<file path="src/hw/rtl/rfd_pkg.sv">
package rfd_pkg;

  localparam int unsigned BODY_MIN    = 16;
  localparam int unsigned MAGIC_BYTES = 8;

  typedef enum logic [3:0] {
    PH_LEN     = 4'd0,
    PH_MAGIC   = 4'd1,
    PH_TYPE    = 4'd2,
    PH_FLAGS   = 4'd3,
    PH_STREAM  = 4'd4,
    PH_METALEN = 4'd5,
    PH_KEYLEN  = 4'd6,
    PH_KEY     = 4'd7,
    PH_VALLEN  = 4'd8,
    PH_VAL     = 4'd9,
    PH_PAYLOAD = 4'd10,
    PH_SKIP    = 4'd11
  } phase_t;

  typedef enum logic [2:0] {
    KIND_HEADER  = 3'd0,
    KIND_KEYLEN  = 3'd1,
    KIND_KEYBYTE = 3'd2,
    KIND_VALLEN  = 3'd3,
    KIND_VALBYTE = 3'd4,
    KIND_PAYLOAD = 3'd5,
    KIND_ERROR   = 3'd6
  } kind_t;

  typedef enum logic [2:0] {
    ERR_LEN_SMALL   = 3'd0,
    ERR_BAD_MAGIC   = 3'd1,
    ERR_META_LONG   = 3'd2,
    ERR_KEY_OVERRUN = 3'd3,
    ERR_VLEN_OVER   = 3'd4,
    ERR_VAL_OVERRUN = 3'd5
  } err_t;

  typedef struct packed {
    logic [2:0]  item_kind;
    logic [7:0]  data_byte;
    logic [15:0] field_length;
    logic [7:0]  frame_type;
    logic [7:0]  frame_flags;
    logic [31:0] stream_number;
    logic [31:0] body_length;
    logic [2:0]  error_code;
    logic        frame_end;
  } res_t;

endpackage

</file>
<file path="src/hw/rtl/rfd_if.sv">
interface rfd_in_if;
  logic       valid;
  logic       ready;
  logic [7:0] in_byte;

  modport source (output valid, output in_byte, input ready);
  modport sink (input valid, input in_byte, output ready);
endinterface

interface rfd_out_if;
  logic        valid;
  logic        ready;
  logic [2:0]  item_kind;
  logic [7:0]  data_byte;
  logic [15:0] field_length;
  logic [7:0]  frame_type;
  logic [7:0]  frame_flags;
  logic [31:0] stream_number;
  logic [31:0] body_length;
  logic [2:0]  error_code;
  logic        frame_end;

  modport source (output valid, output item_kind, output data_byte, output field_length,
                  output frame_type, output frame_flags, output stream_number,
                  output body_length, output error_code, output frame_end, input ready);
  modport sink (input valid, input item_kind, input data_byte, input field_length,
                input frame_type, input frame_flags, input stream_number,
                input body_length, input error_code, input frame_end, output ready);
endinterface

interface rfd_cfg_if;
  logic        valid;
  logic        ready;
  logic [63:0] magic_word;

  modport source (output valid, output magic_word, input ready);
  modport sink (input valid, input magic_word, output ready);
endinterface

</file>
<file path="src/hw/rtl/rfd_parser.sv">
module rfd_parser (
  input  logic          clk,
  input  logic          rst_n,
  input  logic          advance,
  input  logic [7:0]    byte_in,
  input  logic [63:0]   magic_word,
  output logic          res_valid,
  output rfd_pkg::res_t res
);
  import rfd_pkg::*;

  phase_t      phase_r, phase_nxt;
  logic [2:0]  fbc_r, fbc_nxt;
  logic [31:0] shift_r, shift_nxt;
  logic [31:0] frame_left_r, frame_left_nxt;
  logic [15:0] meta_left_r, meta_left_nxt;
  logic [15:0] item_left_r, item_left_nxt;
  logic [7:0]  held_type_r, held_type_nxt;
  logic [7:0]  held_flags_r, held_flags_nxt;
  logic [31:0] held_stream_r, held_stream_nxt;
  logic [31:0] held_length_r, held_length_nxt;
  logic        magic_match_r, magic_match_nxt;

  logic [31:0] shifted;
  logic [31:0] frame_dec;
  logic [15:0] meta_dec;
  logic [15:0] item_dec;
  logic [7:0]  want;
  logic        hdr;

  assign shifted   = {shift_r[23:0], byte_in};
  assign frame_dec = frame_left_r - 32'd1;
  assign meta_dec  = meta_left_r - 16'd1;
  assign item_dec  = item_left_r - 16'd1;
  assign want      = magic_word[{~fbc_r, 3'b000} +: 8];

  always_comb begin
    phase_nxt       = phase_r;
    fbc_nxt         = fbc_r;
    shift_nxt       = shift_r;
    frame_left_nxt  = frame_dec;
    meta_left_nxt   = meta_left_r;
    item_left_nxt   = item_left_r;
    held_type_nxt   = held_type_r;
    held_flags_nxt  = held_flags_r;
    held_stream_nxt = held_stream_r;
    held_length_nxt = held_length_r;
    magic_match_nxt = magic_match_r;
    res_valid       = 1'b0;
    hdr             = 1'b0;
    res             = '0;

    unique case (phase_r)
      PH_LEN: begin
        frame_left_nxt = frame_left_r;
        shift_nxt      = shifted;
        if (fbc_r < 3'd3) begin
          fbc_nxt = fbc_r + 3'd1;
        end else begin
          fbc_nxt         = '0;
          held_length_nxt = shifted;
          frame_left_nxt  = shifted;
          if (shifted < 32'(BODY_MIN)) begin
            res_valid      = 1'b1;
            res.item_kind  = KIND_ERROR;
            res.error_code = ERR_LEN_SMALL;
            phase_nxt      = (shifted != '0) ? PH_SKIP : PH_LEN;
          end else begin
            phase_nxt       = PH_MAGIC;
            magic_match_nxt = 1'b1;
          end
        end
      end
      PH_SKIP: begin
        if (frame_dec == '0) phase_nxt = PH_LEN;
      end
      PH_MAGIC: begin
        magic_match_nxt = magic_match_r & (want == byte_in);
        if (fbc_r < 3'(MAGIC_BYTES - 1)) begin
          fbc_nxt = fbc_r + 3'd1;
        end else begin
          fbc_nxt = '0;
          if (!magic_match_nxt) begin
            res_valid      = 1'b1;
            res.item_kind  = KIND_ERROR;
            res.error_code = ERR_BAD_MAGIC;
            phase_nxt      = (frame_dec != '0) ? PH_SKIP : PH_LEN;
          end else begin
            phase_nxt = PH_TYPE;
          end
        end
      end
      PH_TYPE: begin
        held_type_nxt = byte_in;
        phase_nxt     = PH_FLAGS;
      end
      PH_FLAGS: begin
        held_flags_nxt = byte_in;
        phase_nxt      = PH_STREAM;
      end
      PH_STREAM: begin
        shift_nxt = shifted;
        if (fbc_r < 3'd3) begin
          fbc_nxt = fbc_r + 3'd1;
        end else begin
          fbc_nxt         = '0;
          held_stream_nxt = shifted;
          phase_nxt       = PH_METALEN;
        end
      end
      PH_METALEN: begin
        shift_nxt = shifted;
        if (fbc_r < 3'd1) begin
          fbc_nxt = fbc_r + 3'd1;
        end else begin
          fbc_nxt       = '0;
          meta_left_nxt = shifted[15:0];
          res_valid     = 1'b1;
          if ({16'd0, shifted[15:0]} > frame_dec) begin
            res.item_kind  = KIND_ERROR;
            res.error_code = ERR_META_LONG;
            phase_nxt      = (frame_dec != '0) ? PH_SKIP : PH_LEN;
          end else begin
            res.item_kind    = KIND_HEADER;
            res.field_length = shifted[15:0];
            hdr              = 1'b1;
            if (shifted[15:0] != '0) phase_nxt = PH_KEYLEN;
            else phase_nxt = (frame_dec != '0) ? PH_PAYLOAD : PH_LEN;
          end
        end
      end
      PH_KEYLEN: begin
        meta_left_nxt = meta_dec;
        res_valid     = 1'b1;
        if ({8'd0, byte_in} > meta_dec) begin
          res.item_kind  = KIND_ERROR;
          res.error_code = ERR_KEY_OVERRUN;
          phase_nxt      = (frame_dec != '0) ? PH_SKIP : PH_LEN;
          fbc_nxt        = '0;
        end else if (({9'd0, byte_in} + 17'd2) > {1'b0, meta_dec}) begin
          res.item_kind  = KIND_ERROR;
          res.error_code = ERR_VLEN_OVER;
          phase_nxt      = (frame_dec != '0) ? PH_SKIP : PH_LEN;
          fbc_nxt        = '0;
        end else begin
          item_left_nxt    = {8'd0, byte_in};
          fbc_nxt          = '0;
          phase_nxt        = (byte_in != '0) ? PH_KEY : PH_VALLEN;
          res.item_kind    = KIND_KEYLEN;
          res.field_length = {8'd0, byte_in};
        end
      end
      PH_KEY: begin
        meta_left_nxt = meta_dec;
        item_left_nxt = item_dec;
        if (item_dec == '0) begin
          phase_nxt = PH_VALLEN;
          fbc_nxt   = '0;
        end
        res_valid     = 1'b1;
        res.item_kind = KIND_KEYBYTE;
        res.data_byte = byte_in;
      end
      PH_VALLEN: begin
        meta_left_nxt = meta_dec;
        shift_nxt     = shifted;
        if (fbc_r < 3'd1) begin
          fbc_nxt = fbc_r + 3'd1;
        end else begin
          fbc_nxt       = '0;
          item_left_nxt = shifted[15:0];
          res_valid     = 1'b1;
          if (shifted[15:0] > meta_dec) begin
            res.item_kind  = KIND_ERROR;
            res.error_code = ERR_VAL_OVERRUN;
            phase_nxt      = (frame_dec != '0) ? PH_SKIP : PH_LEN;
          end else begin
            res.item_kind    = KIND_VALLEN;
            res.field_length = shifted[15:0];
            if (shifted[15:0] != '0) phase_nxt = PH_VAL;
            else if (meta_dec != '0) phase_nxt = PH_KEYLEN;
            else phase_nxt = (frame_dec != '0) ? PH_PAYLOAD : PH_LEN;
          end
        end
      end
      PH_VAL: begin
        meta_left_nxt = meta_dec;
        item_left_nxt = item_dec;
        if (item_dec == '0) begin
          if (meta_dec != '0) phase_nxt = PH_KEYLEN;
          else phase_nxt = (frame_dec != '0) ? PH_PAYLOAD : PH_LEN;
        end
        res_valid     = 1'b1;
        res.item_kind = KIND_VALBYTE;
        res.data_byte = byte_in;
      end
      PH_PAYLOAD: begin
        if (frame_dec == '0) phase_nxt = PH_LEN;
        res_valid     = 1'b1;
        res.item_kind = KIND_PAYLOAD;
        res.data_byte = byte_in;
      end
      default: begin
        // unknown phase: restart and take this byte as the first length byte
        frame_left_nxt = frame_left_r;
        shift_nxt      = shifted;
        phase_nxt      = PH_LEN;
        fbc_nxt        = 3'd1;
      end
    endcase

    if (hdr) begin
      res.frame_type    = held_type_r;
      res.frame_flags   = held_flags_r;
      res.stream_number = held_stream_r;
    end
    res.body_length = held_length_nxt;
    res.frame_end   = (frame_left_nxt == '0);
  end

  always_ff @(posedge clk) begin
    if (!rst_n) begin
      phase_r       <= PH_LEN;
      fbc_r         <= '0;
      shift_r       <= '0;
      frame_left_r  <= '0;
      meta_left_r   <= '0;
      item_left_r   <= '0;
      held_type_r   <= '0;
      held_flags_r  <= '0;
      held_stream_r <= '0;
      held_length_r <= '0;
      magic_match_r <= 1'b1;
    end else if (advance) begin
      phase_r       <= phase_nxt;
      fbc_r         <= fbc_nxt;
      shift_r       <= shift_nxt;
      frame_left_r  <= frame_left_nxt;
      meta_left_r   <= meta_left_nxt;
      item_left_r   <= item_left_nxt;
      held_type_r   <= held_type_nxt;
      held_flags_r  <= held_flags_nxt;
      held_stream_r <= held_stream_nxt;
      held_length_r <= held_length_nxt;
      magic_match_r <= magic_match_nxt;
    end
  end

endmodule

</file>
<file path="src/hw/rtl/rpc_frame_deframer.sv">
// Frame deframer for a byte stream of length-prefixed frames.
// in_chan carries one stream byte per item. out_chan carries at most one
// result item per input byte: header, key/value lengths, key, value and
// payload bytes, or an error; frame_end marks the item from the body's last
// byte. Skipped bytes give none; length/magic/header bytes only error/header.
// cfg_chan writes the 64-bit expected magic; it is always ready and should
// be written only while no frame is in flight.
// An accepted byte sits in the input register and is parsed into the output
// register when that register is free or draining, and its result is then
// presented from the output register.
// Throughput: one byte per cycle unless out_chan stalls; the parse state
// update is one pass of compares and counter decrements between registers.
// When out_chan stalls, the result holds and one more byte is still taken
// into the input register; in_chan.ready then drops until the result leaves.
// Reset (synchronous, rst_n low) empties both registers, clears the parse
// state to wait for a length word and sets the magic register to zero.
module rpc_frame_deframer (
  input  logic clk,
  input  logic rst_n,
  rfd_in_if.sink    in_chan,
  rfd_out_if.source out_chan,
  rfd_cfg_if.sink   cfg_chan
);
  import rfd_pkg::*;

  logic        in_valid_r;
  logic [7:0]  in_byte_r;
  logic        out_valid_r;
  res_t        out_res_r;
  logic [63:0] magic_word_r;
  logic        advance;
  logic        res_valid;
  res_t        res;

  // parse the held byte only when the output slot is free or draining
  assign advance       = in_valid_r && (!out_valid_r || out_chan.ready);
  assign in_chan.ready = !in_valid_r || advance;
  assign cfg_chan.ready = 1'b1;

  always_ff @(posedge clk) begin
    if (!rst_n) begin
      magic_word_r <= '0;
    end else if (cfg_chan.valid) begin
      magic_word_r <= cfg_chan.magic_word;
    end
  end

  always_ff @(posedge clk) begin
    if (!rst_n) begin
      in_valid_r <= 1'b0;
    end else if (in_chan.ready) begin
      in_valid_r <= in_chan.valid;
    end
  end

  always_ff @(posedge clk) begin
    if (in_chan.ready && in_chan.valid) in_byte_r <= in_chan.in_byte;
  end

  rfd_parser u_parser (
    .clk        (clk),
    .rst_n      (rst_n),
    .advance    (advance),
    .byte_in    (in_byte_r),
    .magic_word (magic_word_r),
    .res_valid  (res_valid),
    .res        (res)
  );

  always_ff @(posedge clk) begin
    if (!rst_n) begin
      out_valid_r <= 1'b0;
    end else if (advance) begin
      out_valid_r <= res_valid;
    end else if (out_chan.ready) begin
      out_valid_r <= 1'b0;
    end
  end

  always_ff @(posedge clk) begin
    if (advance && res_valid) out_res_r <= res;
  end

  assign out_chan.valid         = out_valid_r;
  assign out_chan.item_kind     = out_res_r.item_kind;
  assign out_chan.data_byte     = out_res_r.data_byte;
  assign out_chan.field_length  = out_res_r.field_length;
  assign out_chan.frame_type    = out_res_r.frame_type;
  assign out_chan.frame_flags   = out_res_r.frame_flags;
  assign out_chan.stream_number = out_res_r.stream_number;
  assign out_chan.body_length   = out_res_r.body_length;
  assign out_chan.error_code    = out_res_r.error_code;
  assign out_chan.frame_end     = out_res_r.frame_end;

endmodule

</file>
<file path="src/flat_wrapper.sv">
// flat-port wrapper written by rule: the top's interface ports become plain ports
module rpc_frame_deframer_flat import rfd_pkg::*;
  (clk, rst_n, in_chan_valid, in_chan_in_byte, in_chan_ready, out_chan_valid, out_chan_item_kind, out_chan_data_byte, out_chan_field_length, out_chan_frame_type, out_chan_frame_flags, out_chan_stream_number, out_chan_body_length, out_chan_error_code, out_chan_frame_end, out_chan_ready, cfg_chan_valid, cfg_chan_magic_word, cfg_chan_ready);
  rfd_in_if in_chan_i ();
  rfd_out_if out_chan_i ();
  rfd_cfg_if cfg_chan_i ();
  input  logic clk;
  input  logic rst_n;
  input wire logic [$bits(in_chan_i.valid)-1:0] in_chan_valid;
  input wire logic [$bits(in_chan_i.in_byte)-1:0] in_chan_in_byte;
  output wire logic [$bits(in_chan_i.ready)-1:0] in_chan_ready;
  output wire logic [$bits(out_chan_i.valid)-1:0] out_chan_valid;
  output wire logic [$bits(out_chan_i.item_kind)-1:0] out_chan_item_kind;
  output wire logic [$bits(out_chan_i.data_byte)-1:0] out_chan_data_byte;
  output wire logic [$bits(out_chan_i.field_length)-1:0] out_chan_field_length;
  output wire logic [$bits(out_chan_i.frame_type)-1:0] out_chan_frame_type;
  output wire logic [$bits(out_chan_i.frame_flags)-1:0] out_chan_frame_flags;
  output wire logic [$bits(out_chan_i.stream_number)-1:0] out_chan_stream_number;
  output wire logic [$bits(out_chan_i.body_length)-1:0] out_chan_body_length;
  output wire logic [$bits(out_chan_i.error_code)-1:0] out_chan_error_code;
  output wire logic [$bits(out_chan_i.frame_end)-1:0] out_chan_frame_end;
  input wire logic [$bits(out_chan_i.ready)-1:0] out_chan_ready;
  input wire logic [$bits(cfg_chan_i.valid)-1:0] cfg_chan_valid;
  input wire logic [$bits(cfg_chan_i.magic_word)-1:0] cfg_chan_magic_word;
  output wire logic [$bits(cfg_chan_i.ready)-1:0] cfg_chan_ready;
  assign in_chan_i.valid = in_chan_valid;
  assign in_chan_i.in_byte = in_chan_in_byte;
  assign in_chan_ready = in_chan_i.ready;
  assign out_chan_valid = out_chan_i.valid;
  assign out_chan_item_kind = out_chan_i.item_kind;
  assign out_chan_data_byte = out_chan_i.data_byte;
  assign out_chan_field_length = out_chan_i.field_length;
  assign out_chan_frame_type = out_chan_i.frame_type;
  assign out_chan_frame_flags = out_chan_i.frame_flags;
  assign out_chan_stream_number = out_chan_i.stream_number;
  assign out_chan_body_length = out_chan_i.body_length;
  assign out_chan_error_code = out_chan_i.error_code;
  assign out_chan_frame_end = out_chan_i.frame_end;
  assign out_chan_i.ready = out_chan_ready;
  assign cfg_chan_i.valid = cfg_chan_valid;
  assign cfg_chan_i.magic_word = cfg_chan_magic_word;
  assign cfg_chan_ready = cfg_chan_i.ready;
  rpc_frame_deframer u_core (.clk(clk), .rst_n(rst_n), .in_chan(in_chan_i), .out_chan(out_chan_i), .cfg_chan(cfg_chan_i));
endmodule
</file>
<file path="config.mk">
export PLATFORM = sky130hd
export DESIGN_NAME = rpc_frame_deframer_flat
export DESIGN_NICKNAME = d
export VERILOG_FILES = /design/src/hw/rtl/rfd_pkg.sv /design/src/hw/rtl/rfd_if.sv /design/src/hw/rtl/rfd_parser.sv /design/src/hw/rtl/rpc_frame_deframer.sv /design/src/flat_wrapper.sv
export SDC_FILE = /design/constraint.sdc
export NUM_CORES = 1
export LEC_CHECK = 0
export ABC_AREA = 0
export BUFFER_PORTS_ARGS = -buffer_cell sky130_fd_sc_hd__buf_4
export CAP_MARGIN = 30
export CORE_UTILIZATION = 30
export CTS_BUF_LIST = sky130_fd_sc_hd__clkbuf_4
export DETAILED_ROUTE_END_ITERATION = 8
export GPL_ROUTABILITY_DRIVEN = 0
export PLACE_DENSITY = 0.48
export SLEW_MARGIN = 20
export SYNTH_ARGS = -nofsm -noshare
export SYNTH_HDL_FRONTEND = slang
export SYNTH_SLANG_ARGS = --single-unit
</file>
<file path="constraint.sdc">
create_clock -name clk -period 12.9 [get_ports clk]
set_clock_uncertainty 0.1 [all_clocks]
set_input_delay 1.935 -clock clk [delete_from_list [all_inputs] [get_ports clk]]
set_output_delay 1.935 -clock clk [all_outputs]
set_load 0.02 [all_outputs]
</file>
==> out/results.ini <==
[run_status]
status = finished clean

[cts]
htreeDepth = 3
cts_tree = built
clock-sinks = 361
cts_buffers = 101
cts-root-buf = clkbuf_4
clk_pin_slew_worst_paths_ns = 0.06
clk_latency_ns = 0.89
postCtsSetupBuffers = 0
cts_hold_buf = 0
cts_resized = 0
clk_path_buf_depth = 3

[sta]
min_period_ns = 4.93
setup_violations = 0
rsz0062_at_grt = no
drv_slew = 0
setup_slack_ns = 7.97
fmax_mhz = 203
hold_viol_final = 0
max-slew-margin-rel = 0.303
fin_tns_setup_ns = 0
tightest_slew_ns = 1.04
post-route-period-util = 0.382

[routing]
first_pass_iters = 7
wl_per_cell_um = 18.6
drcViolationCount = 0
route.vias.total = 15900
routed_wl_um = 58000
routed_via_density = 5.10
ant_nets = 0
first_iter_violations = 1029

[finish]
drive_gt1_frac = 0.190
layout_common_cells = nand2_1 (371), dfxtp_1 (241), nor2_1 (227), buf_4 (223), a21oi_1 (196)
area_growth_pct = 19.8
layout.nets = 2383
mostFrequentLayoutCell = nand2_1

[grt]
grt_pass1_vias = 15100
grt_max_degree = 92
grt-ovfl-total = 0
grt_use_total = 0.187
antenna_found_initial = 2
grt_pass1_wl_um = 88400

[yosys]
synth_area_per_cell_um2 = 8.73
synthArstFlopShare = 0
syn_inst = 2078
netlist_area_um2 = 18100
ys_seq_area_frac = 0.464
yosys_warnings = 0
synth_nets = 2204
synth_edf_count = 119
ys_seq_elements = 361
synth_ff_type = dfxtp_1
post_synth_num_cell_types = 83

[placed_design]
io_buffers = 189
dp_hpwl_um = 38400
place_ws_ns = 7.80

[floorplan]
dieArea_um2 = 61400
start_util = 0.306
core_um2 = 59400
boundaryPins = 191
die_h_um = 248
num_rows = 89
die_x_um = 248

[pwr]
vdd_drop_max_mv = 0.0520
p_leak_nw = 8.83
power.density_nw_per_um2 = 117

[flow_run]
cap_violations = 0

[worst_setup_path]
cp_max_fo = 49
worst_setup_path_end_kind = flop
cp_data_arrival_time_ns = 5.42
start_kind = flop
crit_type = reg2reg
worstPathRequired_ns = 13.39

[hold_path]
holdCritPathClass = reg2reg

-- through the flow --
step / area, um^2 / cells / total power [mW] / utilization / hold WS [ns]
floorplan: 18100 / 2078 / 1.38 / - / 0.332
global placement: 20200 / 2919 / 1.46 / 0.341 / 0.338
detailed placement: 20300 / 2924 / 1.47 / 0.342 / 0.344
CTS: 21700 / 3113 / 2.59 / 0.365 / 0.351
global route: 21700 / 3121 / 2.67 / 0.366 / 0.364
finish: 21700 / 3121 / 2.55 / 0.366 / 0.348
-- worst max-delay path: stages (launching register included) --
cell and delay, ns:
dfxtp_1 0.36, or4_4 0.59, or4_1 0.65, nor3_1 0.34
xnor2_1 0.12, ha_1 0.31, nand4_1 0.12, or3_1 0.34
o221ai_1 0.23, o21ai_0 0.19, o21a_2 0.24, buf_4 0.25
or2_2 0.43, nor2_2 0.29, nor2b_1 0.09
-- kinds of logic after synthesis --
group           after synthesis  share of synthesized area
compound gates              420                      0.143
xor+xnor                     42                     0.0203
mux                         110                     0.0662
simple gates                916                      0.234
other cells                   1                   0.000207
fa+ha+maj                    50                     0.0344
buf+inv                     178                     0.0379
flops                       361                      0.464
-- synth_stat cells, types with 7 or more instances --
master / instances / share of area
nand2_1: 371 / 0.077
dfxtp_1: 242 / 0.27
nor2_1: 228 / 0.047
a21oi_1: 197 / 0.054
clkbuf_1: 135 / 0.028
edfxtp_1: 119 / 0.20
mux2i_1: 102 / 0.056
and2_1: 75 / 0.026
o21ai_0: 68 / 0.019
nor3_1: 50 / 0.014
ha_1: 49 / 0.034
nand3_1: 39 / 0.011
a211oi_1: 27 / 0.011
nor4_1: 25 / 0.0086
inv_1: 22 / 0.0046
xnor2_1: 22 / 0.011
nand4_1: 21 / 0.0072
xor2_1: 20 / 0.0097
nor2b_1: 17 / 0.0059
a22oi_1: 15 / 0.0062
or3_1: 15 / 0.0052
or4_1: 15 / 0.0062
buf_1: 11 / 0.0023
or2_2: 11 / 0.0038
a221oi_1: 10 / 0.0048
and3_1: 9 / 0.0031
nand2b_1: 9 / 0.0031
o211ai_1: 9 / 0.0037
a21o_1: 8 / 0.0033
mux4_2: 8 / 0.0099
o22ai_1: 8 / 0.0028
o221ai_1: 7 / 0.0034
o31a_1: 7 / 0.0034
-- worst paths after layout --
path	startpoint	end	slack (ns)	cells after the start
setup / recovery	u_core.u_parser.frame_left_r[2]	u_core.out_chan.field_length[6]	7.97	14
hold / removal	u_core.u_parser.held_stream_r[27]	u_core.u_parser.held_stream_r[27]	0.35	2
setup reg to reg	u_core.u_parser.frame_left_r[2]	u_core.out_chan.field_length[6]	7.97	14
hold reg to reg	u_core.u_parser.held_stream_r[27]	u_core.u_parser.held_stream_r[27]	0.35	2
-- power breakdown --
part	switching [mW]	internal, mW	total (mW)
registers	0.0243	1.19	1.21
clock network	0.513	0.597	1.11
logic	0.140	0.0914	0.231
total	0.677	1.88	2.55
-- final cells by class --
type	count	area, um^2
repair buffers	230	1790
multi-input cells	1539	9070
clock inverters	31	191
clock buffers	158	1190
fillers	6138	37600
flip-flops and latches	361	8420
inverters	24	95.1
well taps	773	967
diodes	5	12.5
-- routing by layer --
layer	up-vias	wire, um	track usage
met4	0	1400	0.0689
met5	-	0	0
met3	101	3620	0.0373
met1	7523	26400	0.251
li1	7796	-	-
met2	508	26600	0.294
-- flip-flops by register name (all words and copies together), names as in the netlist, 3 cells and up --
signal / flops
u_core.u_parser.item_left_r: 16
u_core.u_parser.held_length_r: 32
u_core.out_chan.frame_type: 8
u_core.u_parser.frame_left_r: 32
u_core.out_chan.error_code: 3
u_core.u_parser.meta_left_r: 16
u_core.u_parser.held_flags_r: 8
u_core.out_chan.field_length: 16
u_core.in_byte_r: 8
u_core.u_parser.held_stream_r: 32
u_core.u_parser.fbc_r: 3
u_core.out_chan.frame_flags: 8
u_core.u_parser.phase_r: 4
u_core.out_chan.item_kind: 3
u_core.out_chan.stream_number: 32
u_core.magic_word_r: 64
u_core.u_parser.shift_r: 24
u_core.u_parser.held_type_r: 8
u_core.out_chan.data_byte: 8
u_core.out_chan.body_length: 32
No activity file was read; power rests on OpenSTA's default activity.
